$ cat config.mk
export PLATFORM = sky130hd
export DESIGN_NAME = rational_reduce
export DESIGN_NICKNAME = d
export VERILOG_FILES = /design/src/design/rr_pkg.sv /design/src/design/rr_dpath.sv /design/src/design/rr_ctrl.sv /design/src/design/rational_reduce.sv
export SDC_FILE = /design/constraint.sdc
export NUM_CORES = 1
export LEC_CHECK = 0
export CAP_MARGIN = 20
export CORE_MARGIN = 3
export CORE_UTILIZATION = 45
export DETAILED_ROUTE_END_ITERATION = 8
export DONT_BUFFER_PORTS = 1
export GPL_ROUTABILITY_DRIVEN = 0
export GPL_TIMING_DRIVEN = 0
export PLACE_DENSITY = 0.57
export SYNTH_ARGS = -nofsm -noshare
export SYNTH_HDL_FRONTEND = slang
export SYNTH_SLANG_ARGS = --single-unit
$ cat constraint.sdc
create_clock -name clk -period 8.8 [get_ports clk]
set_clock_uncertainty 0.15 [all_clocks]
set_input_delay 0 -clock clk [delete_from_list [all_inputs] [get_ports clk]]
set_output_delay 0 -clock clk [all_outputs]
set_load 0.02 [all_outputs]
$ cat src/design/rr_pkg.sv
// shared types and constants for the fraction reduction block
package rr_pkg;

  localparam int WIDTH = 32;
  localparam int KW = $clog2(WIDTH);
  localparam int CW = $clog2(WIDTH + 1);
  localparam int IN_TDATA_W = ((2 * WIDTH + 7) / 8) * 8;
  localparam int OUT_TDATA_W = ((2 * WIDTH - 1 + 7) / 8) * 8;
  localparam int OUT_TUSER_W = 2;

  localparam logic [WIDTH-1:0] MAX_POS = {1'b0, {(WIDTH - 1){1'b1}}};

  typedef enum logic [2:0] {
    ST_IDLE,
    ST_GCD,
    ST_DIV_N,
    ST_DIV_D,
    ST_DONE
  } state_t;

  typedef struct packed {
    logic load;
    logic gcd_step;
    logic start_n;
    logic start_d;
    logic div_step;
    logic finish;
  } cmd_t;

  typedef struct packed {
    logic infinite;
    logic gcd_done;
    logic div_done;
    logic out_free;
  } status_t;

endpackage

$ cat src/design/rr_dpath.sv
// datapath: magnitudes, binary gcd, shared restoring divider, sign fix and output register
module rr_dpath (
  input  logic                           clk,
  input  logic                           rst,
  input  rr_pkg::cmd_t                   cmd,
  output rr_pkg::status_t                status,
  input  logic [rr_pkg::IN_TDATA_W-1:0]  s_tdata,
  output logic                           m_tvalid,
  input  logic                           m_tready,
  output logic [rr_pkg::OUT_TDATA_W-1:0] m_tdata,
  output logic [rr_pkg::OUT_TUSER_W-1:0] m_tuser
);
  import rr_pkg::*;

  logic [WIDTH-1:0] in_num, in_den;
  logic [WIDTH-1:0] mag_num, mag_den;
  logic             sign_n, sign_d, inf;
  logic [WIDTH-1:0] mn, md;
  logic [WIDTH-1:0] ga, gb, g;
  logic [KW-1:0]    k;
  logic [WIDTH-1:0] dq, rem;
  logic [CW-1:0]    cnt;
  logic [WIDTH:0]   rem_shift;
  logic             sub_ok;
  logic [WIDTH-1:0] rn, rd_full;
  logic             neg, ovf;
  logic [WIDTH-1:0] out_num;
  logic [WIDTH-2:0] out_den;
  logic             out_inf, out_ovf;

  assign in_num  = s_tdata[WIDTH-1:0];
  assign in_den  = s_tdata[2*WIDTH-1:WIDTH];
  assign mag_num = in_num[WIDTH-1] ? (~in_num + 1'b1) : in_num;
  assign mag_den = in_den[WIDTH-1] ? (~in_den + 1'b1) : in_den;

  assign rem_shift = {rem, dq[WIDTH-1]};
  assign sub_ok    = rem_shift >= {1'b0, g};

  // gcd state and the shared divider
  always_ff @(posedge clk) begin
    if (cmd.load) begin
      sign_n <= in_num[WIDTH-1];
      sign_d <= in_den[WIDTH-1];
      inf    <= (in_den == '0);
      mn     <= mag_num;
      md     <= mag_den;
      ga     <= mag_den;
      gb     <= mag_num;
      k      <= '0;
    end else if (cmd.gcd_step) begin
      if (!ga[0] && !gb[0]) begin
        ga <= ga >> 1;
        gb <= gb >> 1;
        k  <= k + 1'b1;
      end else if (!ga[0]) begin
        ga <= ga >> 1;
      end else if (!gb[0]) begin
        gb <= gb >> 1;
      end else if (ga >= gb) begin
        ga <= ga - gb;
      end else begin
        gb <= gb - ga;
      end
    end
    if (cmd.start_n) begin
      g   <= ga | gb;
      dq  <= mn >> k;
      rem <= '0;
      cnt <= CW'(WIDTH);
    end else if (cmd.start_d) begin
      mn  <= dq;
      dq  <= md >> k;
      rem <= '0;
      cnt <= CW'(WIDTH);
    end else if (cmd.div_step) begin
      rem <= sub_ok ? WIDTH'(rem_shift - {1'b0, g}) : rem_shift[WIDTH-1:0];
      dq  <= {dq[WIDTH-2:0], sub_ok};
      cnt <= cnt - 1'b1;
    end
  end

  // sign fix and saturation, mn holds numerator quotient, dq holds denominator quotient
  always_comb begin
    neg = (mn != '0) && (sign_n != sign_d);
    ovf = 1'b0;
    if (neg) begin
      rn = ~mn + 1'b1;
    end else if (mn[WIDTH-1]) begin
      rn  = MAX_POS;
      ovf = 1'b1;
    end else begin
      rn = mn;
    end
    if (dq[WIDTH-1]) begin
      rd_full = MAX_POS;
      ovf     = 1'b1;
    end else begin
      rd_full = dq;
    end
  end

  always_ff @(posedge clk) begin
    if (rst) begin
      m_tvalid <= 1'b0;
    end else if (cmd.finish) begin
      m_tvalid <= 1'b1;
    end else if (m_tready) begin
      m_tvalid <= 1'b0;
    end
  end

  always_ff @(posedge clk) begin
    if (cmd.finish) begin
      if (inf) begin
        out_num <= '0;
        out_den <= '0;
        out_inf <= 1'b1;
        out_ovf <= 1'b0;
      end else begin
        out_num <= rn;
        out_den <= rd_full[WIDTH-2:0];
        out_inf <= 1'b0;
        out_ovf <= ovf;
      end
    end
  end

  assign m_tdata = OUT_TDATA_W'({out_den, out_num});
  assign m_tuser = {out_ovf, out_inf};

  assign status.infinite = inf;
  assign status.gcd_done = (ga == '0) || (gb == '0);
  assign status.div_done = (cnt == '0);
  assign status.out_free = !m_tvalid || m_tready;

endmodule

$ cat src/design/rr_ctrl.sv
// controller state machine sequencing gcd, two divisions and output load
module rr_ctrl (
  input  logic            clk,
  input  logic            rst,
  input  logic            s_tvalid,
  output logic            s_tready,
  input  rr_pkg::status_t status,
  output rr_pkg::cmd_t    cmd
);
  import rr_pkg::*;

  state_t state, state_next;

  always_ff @(posedge clk) begin
    if (rst) begin
      state <= ST_IDLE;
    end else begin
      state <= state_next;
    end
  end

  always_comb begin
    state_next = state;
    cmd        = '0;
    s_tready   = 1'b0;
    case (state)
      ST_IDLE: begin
        s_tready = 1'b1;
        if (s_tvalid) begin
          cmd.load   = 1'b1;
          state_next = ST_GCD;
        end
      end
      ST_GCD: begin
        if (status.infinite) begin
          state_next = ST_DONE;
        end else if (status.gcd_done) begin
          cmd.start_n = 1'b1;
          state_next  = ST_DIV_N;
        end else begin
          cmd.gcd_step = 1'b1;
        end
      end
      ST_DIV_N: begin
        if (status.div_done) begin
          cmd.start_d = 1'b1;
          state_next  = ST_DIV_D;
        end else begin
          cmd.div_step = 1'b1;
        end
      end
      ST_DIV_D: begin
        if (status.div_done) begin
          state_next = ST_DONE;
        end else begin
          cmd.div_step = 1'b1;
        end
      end
      ST_DONE: begin
        if (status.out_free) begin
          cmd.finish = 1'b1;
          state_next = ST_IDLE;
        end
      end
      default: begin
        state_next = ST_IDLE;
      end
    endcase
  end

endmodule

$ cat src/design/rational_reduce.sv
// top level: reduces a signed fraction to lowest terms with a positive denominator
//
// input channel s_*: one item is a numerator and a denominator, both two's
// complement; an item is taken when s_tvalid and s_tready are high together.
// output channel m_*: one result item for every input item, in order.
// a zero denominator gives 0/0 with is_infinite set; a part that cannot be
// made to fit after moving the sign is saturated and overflow is set.
// one item is worked on at a time: a binary gcd loop runs shift or subtract
// steps until one operand reaches zero, then one shared restoring divider
// runs for the numerator and again for the denominator. a zero denominator
// skips the gcd loop and both divisions.
// the result sits in an output register, so the next item is accepted while
// it waits; if the receiver stalls, the following result holds in the
// controller until the output register frees.
// rst is synchronous and active high; it empties the output register and
// returns the controller to idle.
module rational_reduce (
  input  logic                           clk,
  input  logic                           rst,
  input  logic                           s_tvalid,
  output logic                           s_tready,
  input  logic [rr_pkg::IN_TDATA_W-1:0]  s_tdata,  // numerator, denominator
  output logic                           m_tvalid,
  input  logic                           m_tready,
  output logic [rr_pkg::OUT_TDATA_W-1:0] m_tdata,  // reduced_numerator, reduced_denominator
  output logic [rr_pkg::OUT_TUSER_W-1:0] m_tuser   // is_infinite, overflow
);
  import rr_pkg::*;

  cmd_t    cmd;
  status_t status;

  rr_ctrl u_ctrl (
    .clk      (clk),
    .rst      (rst),
    .s_tvalid (s_tvalid),
    .s_tready (s_tready),
    .status   (status),
    .cmd      (cmd)
  );

  rr_dpath u_dpath (
    .clk      (clk),
    .rst      (rst),
    .cmd      (cmd),
    .status   (status),
    .s_tdata  (s_tdata),
    .m_tvalid (m_tvalid),
    .m_tready (m_tready),
    .m_tdata  (m_tdata),
    .m_tuser  (m_tuser)
  );

endmodule

Yosys cells after proc, flatten, opt, wreduce, memory -nomap -nowiden. Index checks and enable logic that the tools add are counted.

Bitwise logic cells: 4. Equal/unequal tests: 13. Shifts and indexed selects: 2. Divide/modulo/power cells: 0. Magnitude comparators: 2. Mux-type cells: 50. Reduce and logical (&&, ||, !) cells: 24. Multipliers: 0. $add $sub $neg: 8.

Operators by type and width (count): 32-bit 2-to-1 mux (22); 32-bit by 1-bit adder with 32-bit output, second input constant (3); 32-bit logical NOT (3); 32-bit NOT (3); 32-bit subtractor (3); 32-bit by 5-bit right shift with 32-bit output (2); 31-bit 2-to-1 mux (2); 33-bit by 32-bit >= comparator with 1-bit output (1); 32-bit >= comparator (1); 32-bit OR (1); 32-bit nonzero test (1); 3-bit 2-to-1 mux (6); 1-bit 2-to-1 mux (17); 3-bit one-hot mux with 5 select lines (1); 4-bit != test, second input constant (3); 2-bit != test, second input constant (4); 3-bit by 2-bit == test with 1-bit output, second input constant (2); 6-bit logical NOT (1); 3-bit AND reduction (2); 3-bit nonzero test (2); 6-bit by 1-bit subtractor with 6-bit output, second input constant (1); 5-bit by 1-bit adder with 5-bit output, second input constant (1); 5-bit AND reduction (1); 2-bit 2-to-1 mux (2); 11 further kinds (18).

Bits in registers: 307. Output and inout bits: 68. Word-level logic and storage cells: 123. Memories: 0. Memory bits (read-only): 0. Bits of input ports: 68. RAM bits: 0. Latch bits: 0.

Logic depth before layout (Yosys ltp). Gate-level depths: netlist of the first run.

Depth in word-level cells: 7. Gate-level depth with buffers: 15. Mapped depth without buffers: 13.

Hierarchy. Synthesis of the first run repeated with hierarchy kept, for this count alone.

Cells, all modules: 2725. Area, all modules: 23262.3 um2.

By module, submodules not included: rr_dpath (cells an instance 2693, instances 1, area each 23015.8 um2, sequential area each 8368.0 um2); rr_ctrl (cells an instance 32, instances 1, area each 246.5 um2, sequential area each 60.1 um2).

Worst setup path after synthesis of the first run. Ideal clock, no wire load.

Kind: register to register. From: register u_dpath.gb[22]. To: register u_dpath.ga[10], enable pin. Stages on the path, launching flop included: 14. Arrival time: 3.186 ns. Buffers on the path: 3. Library setup time: 0.389 ns. Clock period less this slack: 3.724 ns. Required time: 8.261 ns. Slack: 5.076 ns. Cell sequence: edfxtp_1 -> inv_1 -> ha_1 -> clkbuf_1 -> or3_1 -> clkbuf_1 -> nor2_1 -> o21ai_0 -> a31oi_1 -> a21oi_1 -> a21o_1 -> buf_2 -> a211oi_1 -> or3_1.

Cells in the longest elaborated chain, start to end: 7. Elaborated cells on any way between the ends: 9. Classes of those cells: order compare (1); eq/ne (1); mux (3); reduce/logical (4).

Ends and longest elaborated chain: start: declaration (line rr_dpath.sv:19) `logic [WIDTH-1:0] ga, gb, g;`; start signal: assignment (line rr_dpath.sv:48) `gb <= mag_num;`; start signal: assignment (line rr_dpath.sv:53) `gb <= gb >> 1;`; start signal: assignment (line rr_dpath.sv:58) `gb <= gb >> 1;`; parallel branches: the longest is 6 deep, another holds 32-bit >= comparator; 3-bit AND reduction (no line) (*); end signal: assignment (line rr_dpath.sv:52) `ga <= ga >> 1;`; end signal: assignment (line rr_dpath.sv:56) `ga <= ga >> 1;`; end signal: assignment (line rr_dpath.sv:60) `ga <= ga - gb;`; end: declaration (line rr_dpath.sv:19).

Mark *: on every way between the ends. A chain may end at the register's enable or synchronous reset.

Final worst setup path of the first run.
From: register u_dpath.gb[0]. To: register u_dpath.gb[30] (data pin).

Cells in the longest elaborated chain, start to end: 7. Elaborated cells on any way between the ends: 9. Classes of those cells: add/sub (1); mux (6); reduce/logical (2).

Ends and longest elaborated chain: 32-bit subtractor (line rr_dpath.sv:62) `gb <= gb - ga;`; 32-bit 2-to-1 mux (line rr_dpath.sv:59) `end else if (ga >= gb) begin`; 32-bit 2-to-1 mux (line rr_dpath.sv:57) `end else if (!gb[0]) begin`; 32-bit 2-to-1 mux (line rr_dpath.sv:55) `end else if (!ga[0]) begin`; 32-bit 2-to-1 mux (*) (line rr_dpath.sv:51) `if (!ga[0] && !gb[0]) begin`; 32-bit 2-to-1 mux (*) (line rr_dpath.sv:50) `end else if (cmd.gcd_step) begin`; 32-bit 2-to-1 mux (*) (line rr_dpath.sv:41) `if (cmd.load) begin`.

Every way passes the cells marked *; elsewhere a longest branch is shown, timed or not. The select of a mux whose other input is x is not followed.

==> results of run 1 <==
state kept, by name (all words and copies together), names as in the netlist, 3 cells and up:
register         count
u_dpath.dq          32
u_dpath.rem         32
u_dpath.out_num     32
u_ctrl.state         3
u_dpath.ga          32
u_dpath.out_den     31
u_dpath.g           32
u_dpath.md          32
u_dpath.mn          32
u_dpath.cnt          6
u_dpath.k            5
u_dpath.gb          32
logic make-up after synthesis:
family	synth area share, %
buffers and inverters	5.93
AO/OA/AOI/OAI	20.7
other	0.0161
flip-flops	36.1
AND/OR/NAND/NOR	17.1
adder cells (fa/ha/maj)	7.39
XOR/XNOR	5.59
multiplexers	7.10
cells in the mapped netlist (all sizes together) (6+ instances only):
cell | number | area share, %
a211o | 16 | 0.60
a211oi | 36 | 1.2
a21boi | 12 | 0.39
a21o | 21 | 0.68
a21oi | 190 | 4.1
a221o | 9 | 0.39
a221oi | 42 | 1.6
a22o | 9 | 0.34
a22oi | 12 | 0.39
a311oi | 15 | 0.56
a31oi | 22 | 0.62
and2 | 11 | 0.29
and3 | 27 | 0.72
buf | 39 | 0.83
clkbuf | 129 | 2.1
clkinv | 6 | 0.096
dfxtp | 79 | 6.8
edfxtp | 228 | 29
ha | 133 | 7.1
inv | 182 | 2.9
mux2 | 7 | 0.34
mux2i | 52 | 2.2
mux4 | 47 | 4.5
nand2 | 265 | 4.3
nand2b | 16 | 0.46
nand3 | 41 | 0.88
nand4 | 12 | 0.32
nor2 | 329 | 5.3
nor2b | 25 | 0.67
nor3 | 51 | 1.2
nor4 | 38 | 1.1
o211ai | 16 | 0.51
o21a | 13 | 0.42
o21ai | 205 | 4.4
o21bai | 21 | 0.68
o22ai | 23 | 0.62
o31a | 7 | 0.26
o31ai | 26 | 0.90
o41ai | 14 | 0.56
or3 | 15 | 0.40
or4 | 18 | 0.64
xnor2 | 117 | 4.4
xor2 | 32 | 1.2
per-stage QoR:
step	instance area, um2	util (%)
after global routing	26700	52.6
after CTS	26600	52.6
after floorplan	23300	-
final	26700	52.6
after global placement	24200	47.7
after detailed placement	24300	48.0
metal layers:
metal,track usage (%),vias up,part of all wire (%),wire (um)
li1,-,10074,-,-
met1,45.3,10747,41,37100
met2,47.6,1466,42,37400
met3,7.47,285,12,10600
met4,14.5,0,5.5,4940
met5,0,-,0,0
area by class of cell:
class | instances | area share, %
tap | 672 | 3.15
clock inverter | 19 | 0.689
multi-input combinational | 2012 | 50.7
antenna | 8 | 0.0750
buffer | 168 | 2.55
inverter | 188 | 2.64
sequential | 307 | 31.6
timing repair buffer | 120 | 4.71
clock buffer | 49 | 3.87
worst max-delay path by stage:
| stage | start | to | slack, ns | cells past startpoint |
|---|---|---|---|---|
| after global routing | u_dpath.gb[0]$_DFFE_PP_ | u_dpath.gb[30]$_DFFE_PP_ | 3.94 | 13 |
| after CTS | u_dpath.gb[0]$_DFFE_PP_ | u_dpath.gb[30]$_DFFE_PP_ | 4.21 | 13 |
| after global placement | u_dpath.ga[7]$_DFFE_PP_ | u_dpath.dq[0]$_DFFE_PP_ | 4.03 | 8 |
| after floorplan | u_dpath.gb[22]$_DFFE_PP_ | u_dpath.ga[10]$_DFFE_PP_ | 5.08 | 13 |
| final | u_dpath.gb[0]$_DFFE_PP_ | u_dpath.gb[30]$_DFFE_PP_ | 4.17 | 13 |
| after detailed placement | u_dpath.gb[0]$_DFFE_PP_ | u_dpath.gb[30]$_DFFE_PP_ | 4.22 | 13 |
power by group through the flow:
stage	Sequential [mW]	Combinational, mW	Clock [mW]
2_1_floorplan	2.04	2.46	0
3_3_place_gp	2.18	3.37	0
3_5_place_dp	2.18	3.41	0
4_1_cts	2.15	3.49	1.58
5_1_grt	2.19	3.90	1.63
6_report	2.17	3.61	1.56
worst register-to-register path, stage by stage (launching register included):
cell	delay, ns
edfxtp_1	0.45
inv_1	0.24
ha_1	0.30
inv_1	0.08
fa_1	0.44
nor4b_1	0.17
a2111oi_1	0.53
o21ai_1	0.23
a211oi_1	0.57
o31ai_1	0.23
a221oi_2	0.44
o221ai_1	0.24
xor2_1	0.20
o211ai_1	0.11
==> metrics.md, run 1 <==
| Metric | Value |
|---|---|
| Port Buffer Count | `0` |
| Worst-Skew Late Latency | `between 0.5 and 0.6 ns` |
| Final ANT Viol Nets | `0` |
| Tot GR Track Use | `between 30% and 40%` |
| Synth Cell Area | `23300 um2` |
| Switch Pwr | `3.27 mW` |
| Multi-input gate area | `~14000 um2` |
| Async SR Flop Fraction | `0%` |
| DIE WIDTH | `approximately 230 um` |
| Synth-to-layout area growth | `14.3%` |
| Pint | `4.07 mW` |
| Worst setup SP type | `flip-flop` |
| Crit path kind | `flip-flop to flip-flop` |
| Storage element area | `8430 um2` |
| Worst hold slack | `0.0345 ns` |
| Clk pwr share | `21.2%` |
| First-pass GRT wire length | `133 mm` |
| Clock sinks | `around 300` |
| Hold Vio Cnt, Final | `0` |
| Post-Place Cells | `3353` |
| Drt first pass iters | `7` |
| Number of vias per cell | `around 6.4` |
| Routed WL per cell | `25.4 um` |
| Initial antenna violation count | `4` |
| Reg2Reg Depth | `13` |
| Most used DFF post-synth | `edfxtp_1` |
| Commonest cells after routing, fill and taps aside | `nor2_1, nand2_1, edfxtp_1, o21ai_0, a21oi_1` |
| Syn nets | `2879` |
| Final period util | `between 50% and 60%` |
| Total grt overflow | `0` |
| Seq/Total Area, Yosys | `36.1%` |
| #FFs+latches synth | `about 310` |
| RR Startpoint | `u_dpath.gb[0]$_DFFE_PP_` |
| Leak | `10.1 nW` |
| Worst path slowest cell | `a211oi_1` |
| H-tree levels | `2` |
| Core area | `about 51000 um2` |
| Cell Chain, Critical Path | `inv_1 > ha_1 > inv_1 > fa_1 > nor4b_1 > a2111oi_1 > o21ai_1 > a211oi_1 > o31ai_1 > a221oi_2 > o221ai_1 > xor2_1 > o211ai_1` |
| Crit path buf inv count | `2` |
| Starting Density | `46.1%` |
| CTS tree | `yes` |
| Vias | `22572` |
| PwrDens | `275 nW/um2` |
| Commonest non-fill, non-tap cell in the layout | `nor2_1` |
| R2r setup slk | `4.17 ns` |
| Least-Margin Pin Slew | `1.31 ns` |
| Setup repair bufs after CTS | `0` |
| Pre-CTS WS | `4.22 ns` |
| Slew HR | `roughly an eighth` |
| Critical Path End Type | `flip-flop` |
| Setup_tns | `0 ns` |
| Vias in the first global route | `21207` |
| DRC | `0` |
| Max frequency | `0.216 GHz` |
| Hold crit path type | `input pin to flip-flop` |
| Post-CTS Resized | `0` |
| Boundary Pins | `136` |
| Post-Synthesis Cells | `2675` |
| Peak VDD IR | `0.148 mV` |
| Yosys Warn Count | `0` |
| Status | `complete, no violations` |
| Crit path max fanout | `4` |
| Final #Nets | `3038` |
| Gate power share | `49.2%` |
| Layout fillers | `4742` |
| Share of cells above drive strength 1 | `roughly 6.3%` |
| Final Power | `7.34 mW` |
| Clock-pin slew on the worst setup and hold paths | `0.06 ns` |
| CTS Buf Count | `37` |
| Top Family by Delay on Critical Path | `compound AO/OA/AOI/OAI gates` |
| Largest stage delay on the critical path | `0.57 ns` |
| EDFF count, synth | `228` |
| Non-filler instance count after layout | `between 3000 and 4000` |
| Row cnt | `slightly above 80` |
| Tmin final | `between 4 and 5 ns` |
| Final setup vio count | `0` |
| Seq pwr share | `29.6%` |
| Max-cap violations | `0` |
| Switching Fraction | `between 40% and 50%` |
| Largest net degree at the start of global routing | `45` |
| Root Driver | `clkbuf_16` |
| RSZ-0062 raised after global routing | `no` |
| Netlist cell types | `92` |
| Mean Syn Cell Area | `between 8 and 9 um2` |
| Worst Path Arrival | `approximately 4.8 ns` |
| Hold-fix buffers, CTS | `112` |
| Setup slack after layout | `4.17 ns` |
| Die height | `234 um` |
| Hold depth | `5` |
| Routed WL | `around 90 mm` |
| Clock Tree Buf Depth | `3` |
| Critical path required time | `~9.0 ns` |
| Hold Path End | `u_dpath.ga[23]$_DFFE_PP_` |
| Fin. max-slew vios | `0` |
| DP Wirelength | `~70 mm` |
| Reg2Reg Capture Point | `u_dpath.gb[30]$_DFFE_PP_` |
| Die area | `~55000 um2` |
| Launch point of the worst hold path | `s_tdata[51]` |
| Most common cell on crit path | `inv_1` |
| Initial DRC Count | `3293` |
Power figures use the tool's default switching activity.
==> run 2, diff against run 1 <==
==> constraint.sdc (replaced) <==
create_clock -name clk -period 4.33 [get_ports clk]
set_clock_uncertainty 0.15 [all_clocks]
set_input_delay 0 -clock clk [delete_from_list [all_inputs] [get_ports clk]]
set_output_delay 0 -clock clk [all_outputs]
set_load 0.02 [all_outputs]
==> run 2 against run 1 <==
Clock-buffer cell count unchanged. Register-to-register slack got worse by 4.1 ns. Design area increased by 0.34%. Routed wire length increased by 0.21%. Via count about the same. Fmax increased by 7.5%. First-iteration DRC count decreased by 1.2%. Core utilization increased by 0.18 points. Highest routed layer unchanged. Final cell count increased by 0.11%. Worst hold slack improved by 0.0080 ns. Die area unchanged.
==> metrics.md, run 2 (synthesis gave the netlist of run 1 again) <==
| Metric | Value |
|---|---|
| H-tree levels | `2` |
| Slew HR | `13.3%` |
| Commonest non-fill, non-tap cell in the layout | `nor2_1` |
| Crit path kind | `flip-flop to flip-flop` |
| Worst hold slack | `0.0425 ns` |
| Largest net degree at the start of global routing | `45` |
| CTS Buf Count | `37` |
| Initial DRC Count | `approximately 3300` |
| Vias | `22589` |
| Leak | `~10 nW` |
| Layout fillers | `roughly 4700` |
| Hold crit path type | `input pin to flip-flop` |
| Hold Vio Cnt, Final | `0` |
| Clock Tree Buf Depth | `3` |
| Boundary Pins | `around 140` |
| Least-Margin Pin Slew | `between 1 and 1.5 ns` |
| Drt first pass iters | `8` |
| Routed WL | `90.2 mm` |
| Port Buffer Count | `0` |
| Final ANT Viol Nets | `0` |
| DIE WIDTH | `234 um` |
| Critical Path End Type | `flip-flop` |
| First-pass GRT wire length | `133 mm` |
| Max frequency | `approximately 0.23 GHz` |
| DP Wirelength | `between 60 and 70 mm` |
| Cell Chain, Critical Path | `buf_1 > clkbuf_2 > clkbuf_1 > mux4_2 > mux2i_1 > a21oi_1 > a22oi_1 > o21ai_0` |
| Final setup vio count | `0` |
| Vias in the first global route | `21223` |
| Synth-to-layout area growth | `14.7%` |
| Top Family by Delay on Critical Path | `buffers and inverters` |
| Root Driver | `clkbuf_16` |
| Fin. max-slew vios | `0` |
| Share of cells above drive strength 1 | `6.80%` |
| Initial antenna violation count | `4` |
| Largest stage delay on the critical path | `0.68 ns` |
| Status | `complete, no violations` |
| Row cnt | `82` |
| Utilization after layout | `between 50% and 60%` |
| Clock-pin slew on the worst setup and hold paths | `0.06 ns` |
| Worst-Skew Late Latency | `0.59 ns` |
| Core area | `50700 um2` |
| Final #Nets | `a little over 3000` |
| Worst path slowest cell | `clkbuf_1` |
| CTS tree | `yes` |
| Final period util | `slightly below 100%` |
| Starting Density | `between 40% and 50%` |
| Crit path max fanout | `10` |
| Clock sinks | `307` |
| Worst setup SP type | `flip-flop` |
| PwrDens | `561 nW/um2` |
| Tot GR Track Use | `32.3%` |
| Critical path required time | `between 4 and 5 ns` |
| Tmin final | `4.30 ns` |
| Routed WL per cell | `~25 um` |
| Worst Path Arrival | `4.45 ns` |
| Commonest cells after routing, fill and taps aside | `nor2_1, nand2_1, edfxtp_1, o21ai_0, a21oi_1` |
| Die height | `234 um` |
| Max-cap violations | `0` |
| Crit path buf inv count | `3` |
| Total grt overflow | `0` |
| RSZ-0062 raised after global routing | `yes` |
| Peak VDD IR | `0.301 mV` |
| DRC | `0` |
| Number of vias per cell | `about 6.4` |
| Die area | `54600 um2` |
run 2: metrics by stage:
stage          setup WS, ns  instance area (um2)  setup TNS, ns  power, mW  std cells
2_1_floorplan         0.606                23300              0       9.13       2675
3_3_place_gp         -0.444                24200         -28.66       11.3       3347
3_5_place_dp         -0.253                24300          -1.72       11.4       3353
4_1_cts              0.0886                26700              0       14.7       3533
5_1_grt             -0.0149                26800        -0.0149       15.8       3540
6_report             0.0268                26800              0       15.0       3547
run 2: worst paths after layout:
check,from,endpoint,slack [ns],cells after the start
worst max-delay path,u_dpath.k[1]$_SDFFE_PP0P_,u_dpath.dq[17]$_DFFE_PP_,0.03,8
worst min-delay path,s_tdata[15],u_dpath.gb[21]$_DFFE_PP_,0.04,5
worst max register to register,u_dpath.k[1]$_SDFFE_PP0P_,u_dpath.dq[17]$_DFFE_PP_,0.03,8
worst min register to register,u_dpath.rem[19]$_SDFFE_PP0P_,u_dpath.rem[19]$_SDFFE_PP0P_,0.34,2
run 2: area by class of cell:
type,count,area [um2],area share [%]
multi-input cells,2012,13600,50.8
clock buffers,49,1030,3.86
well taps,672,841,3.14
inverters,188,706,2.64
plain buffers,168,684,2.56
flip-flops and latches,307,8430,31.5
clock inverters,19,184,0.687
diodes,9,22.5,0.0841
repair buffers,123,1280,4.78
run 2: power breakdown:
part	internal [mW]	leakage, nW	total, mW	switching, mW
registers	3.78	2.77	4.42	0.636
logic	2.73	6.74	7.44	4.71
clock network	1.82	0.591	3.16	1.34
total	8.33	10.1	15.0	6.69
run 2: timing repair:
item	CTS	global route
pin swaps	0	3
gates resized for setup	4	12
buffers inserted	0	3
endpoints found under the setup margin	23	83
hold endpoints to repair	130	2
hold buffers	112	1
run 2: routing by layer:
| layer | GRT usage [%] | part of all wire [%] |
|---|---|---|
| met5 | 0 | 0 |
| met2 | 47.6 | 42 |
| met4 | 14.6 | 5.6 |
| met3 | 7.47 | 12 |
| met1 | 45.3 | 41 |
run 2: tightest hold or removal path, stage by stage:
cell and delay [ns]:
or4_4 0.10, or4_4 0.13, o31ai_1 0.08, xor2_1 0.18, a21oi_1 0.15
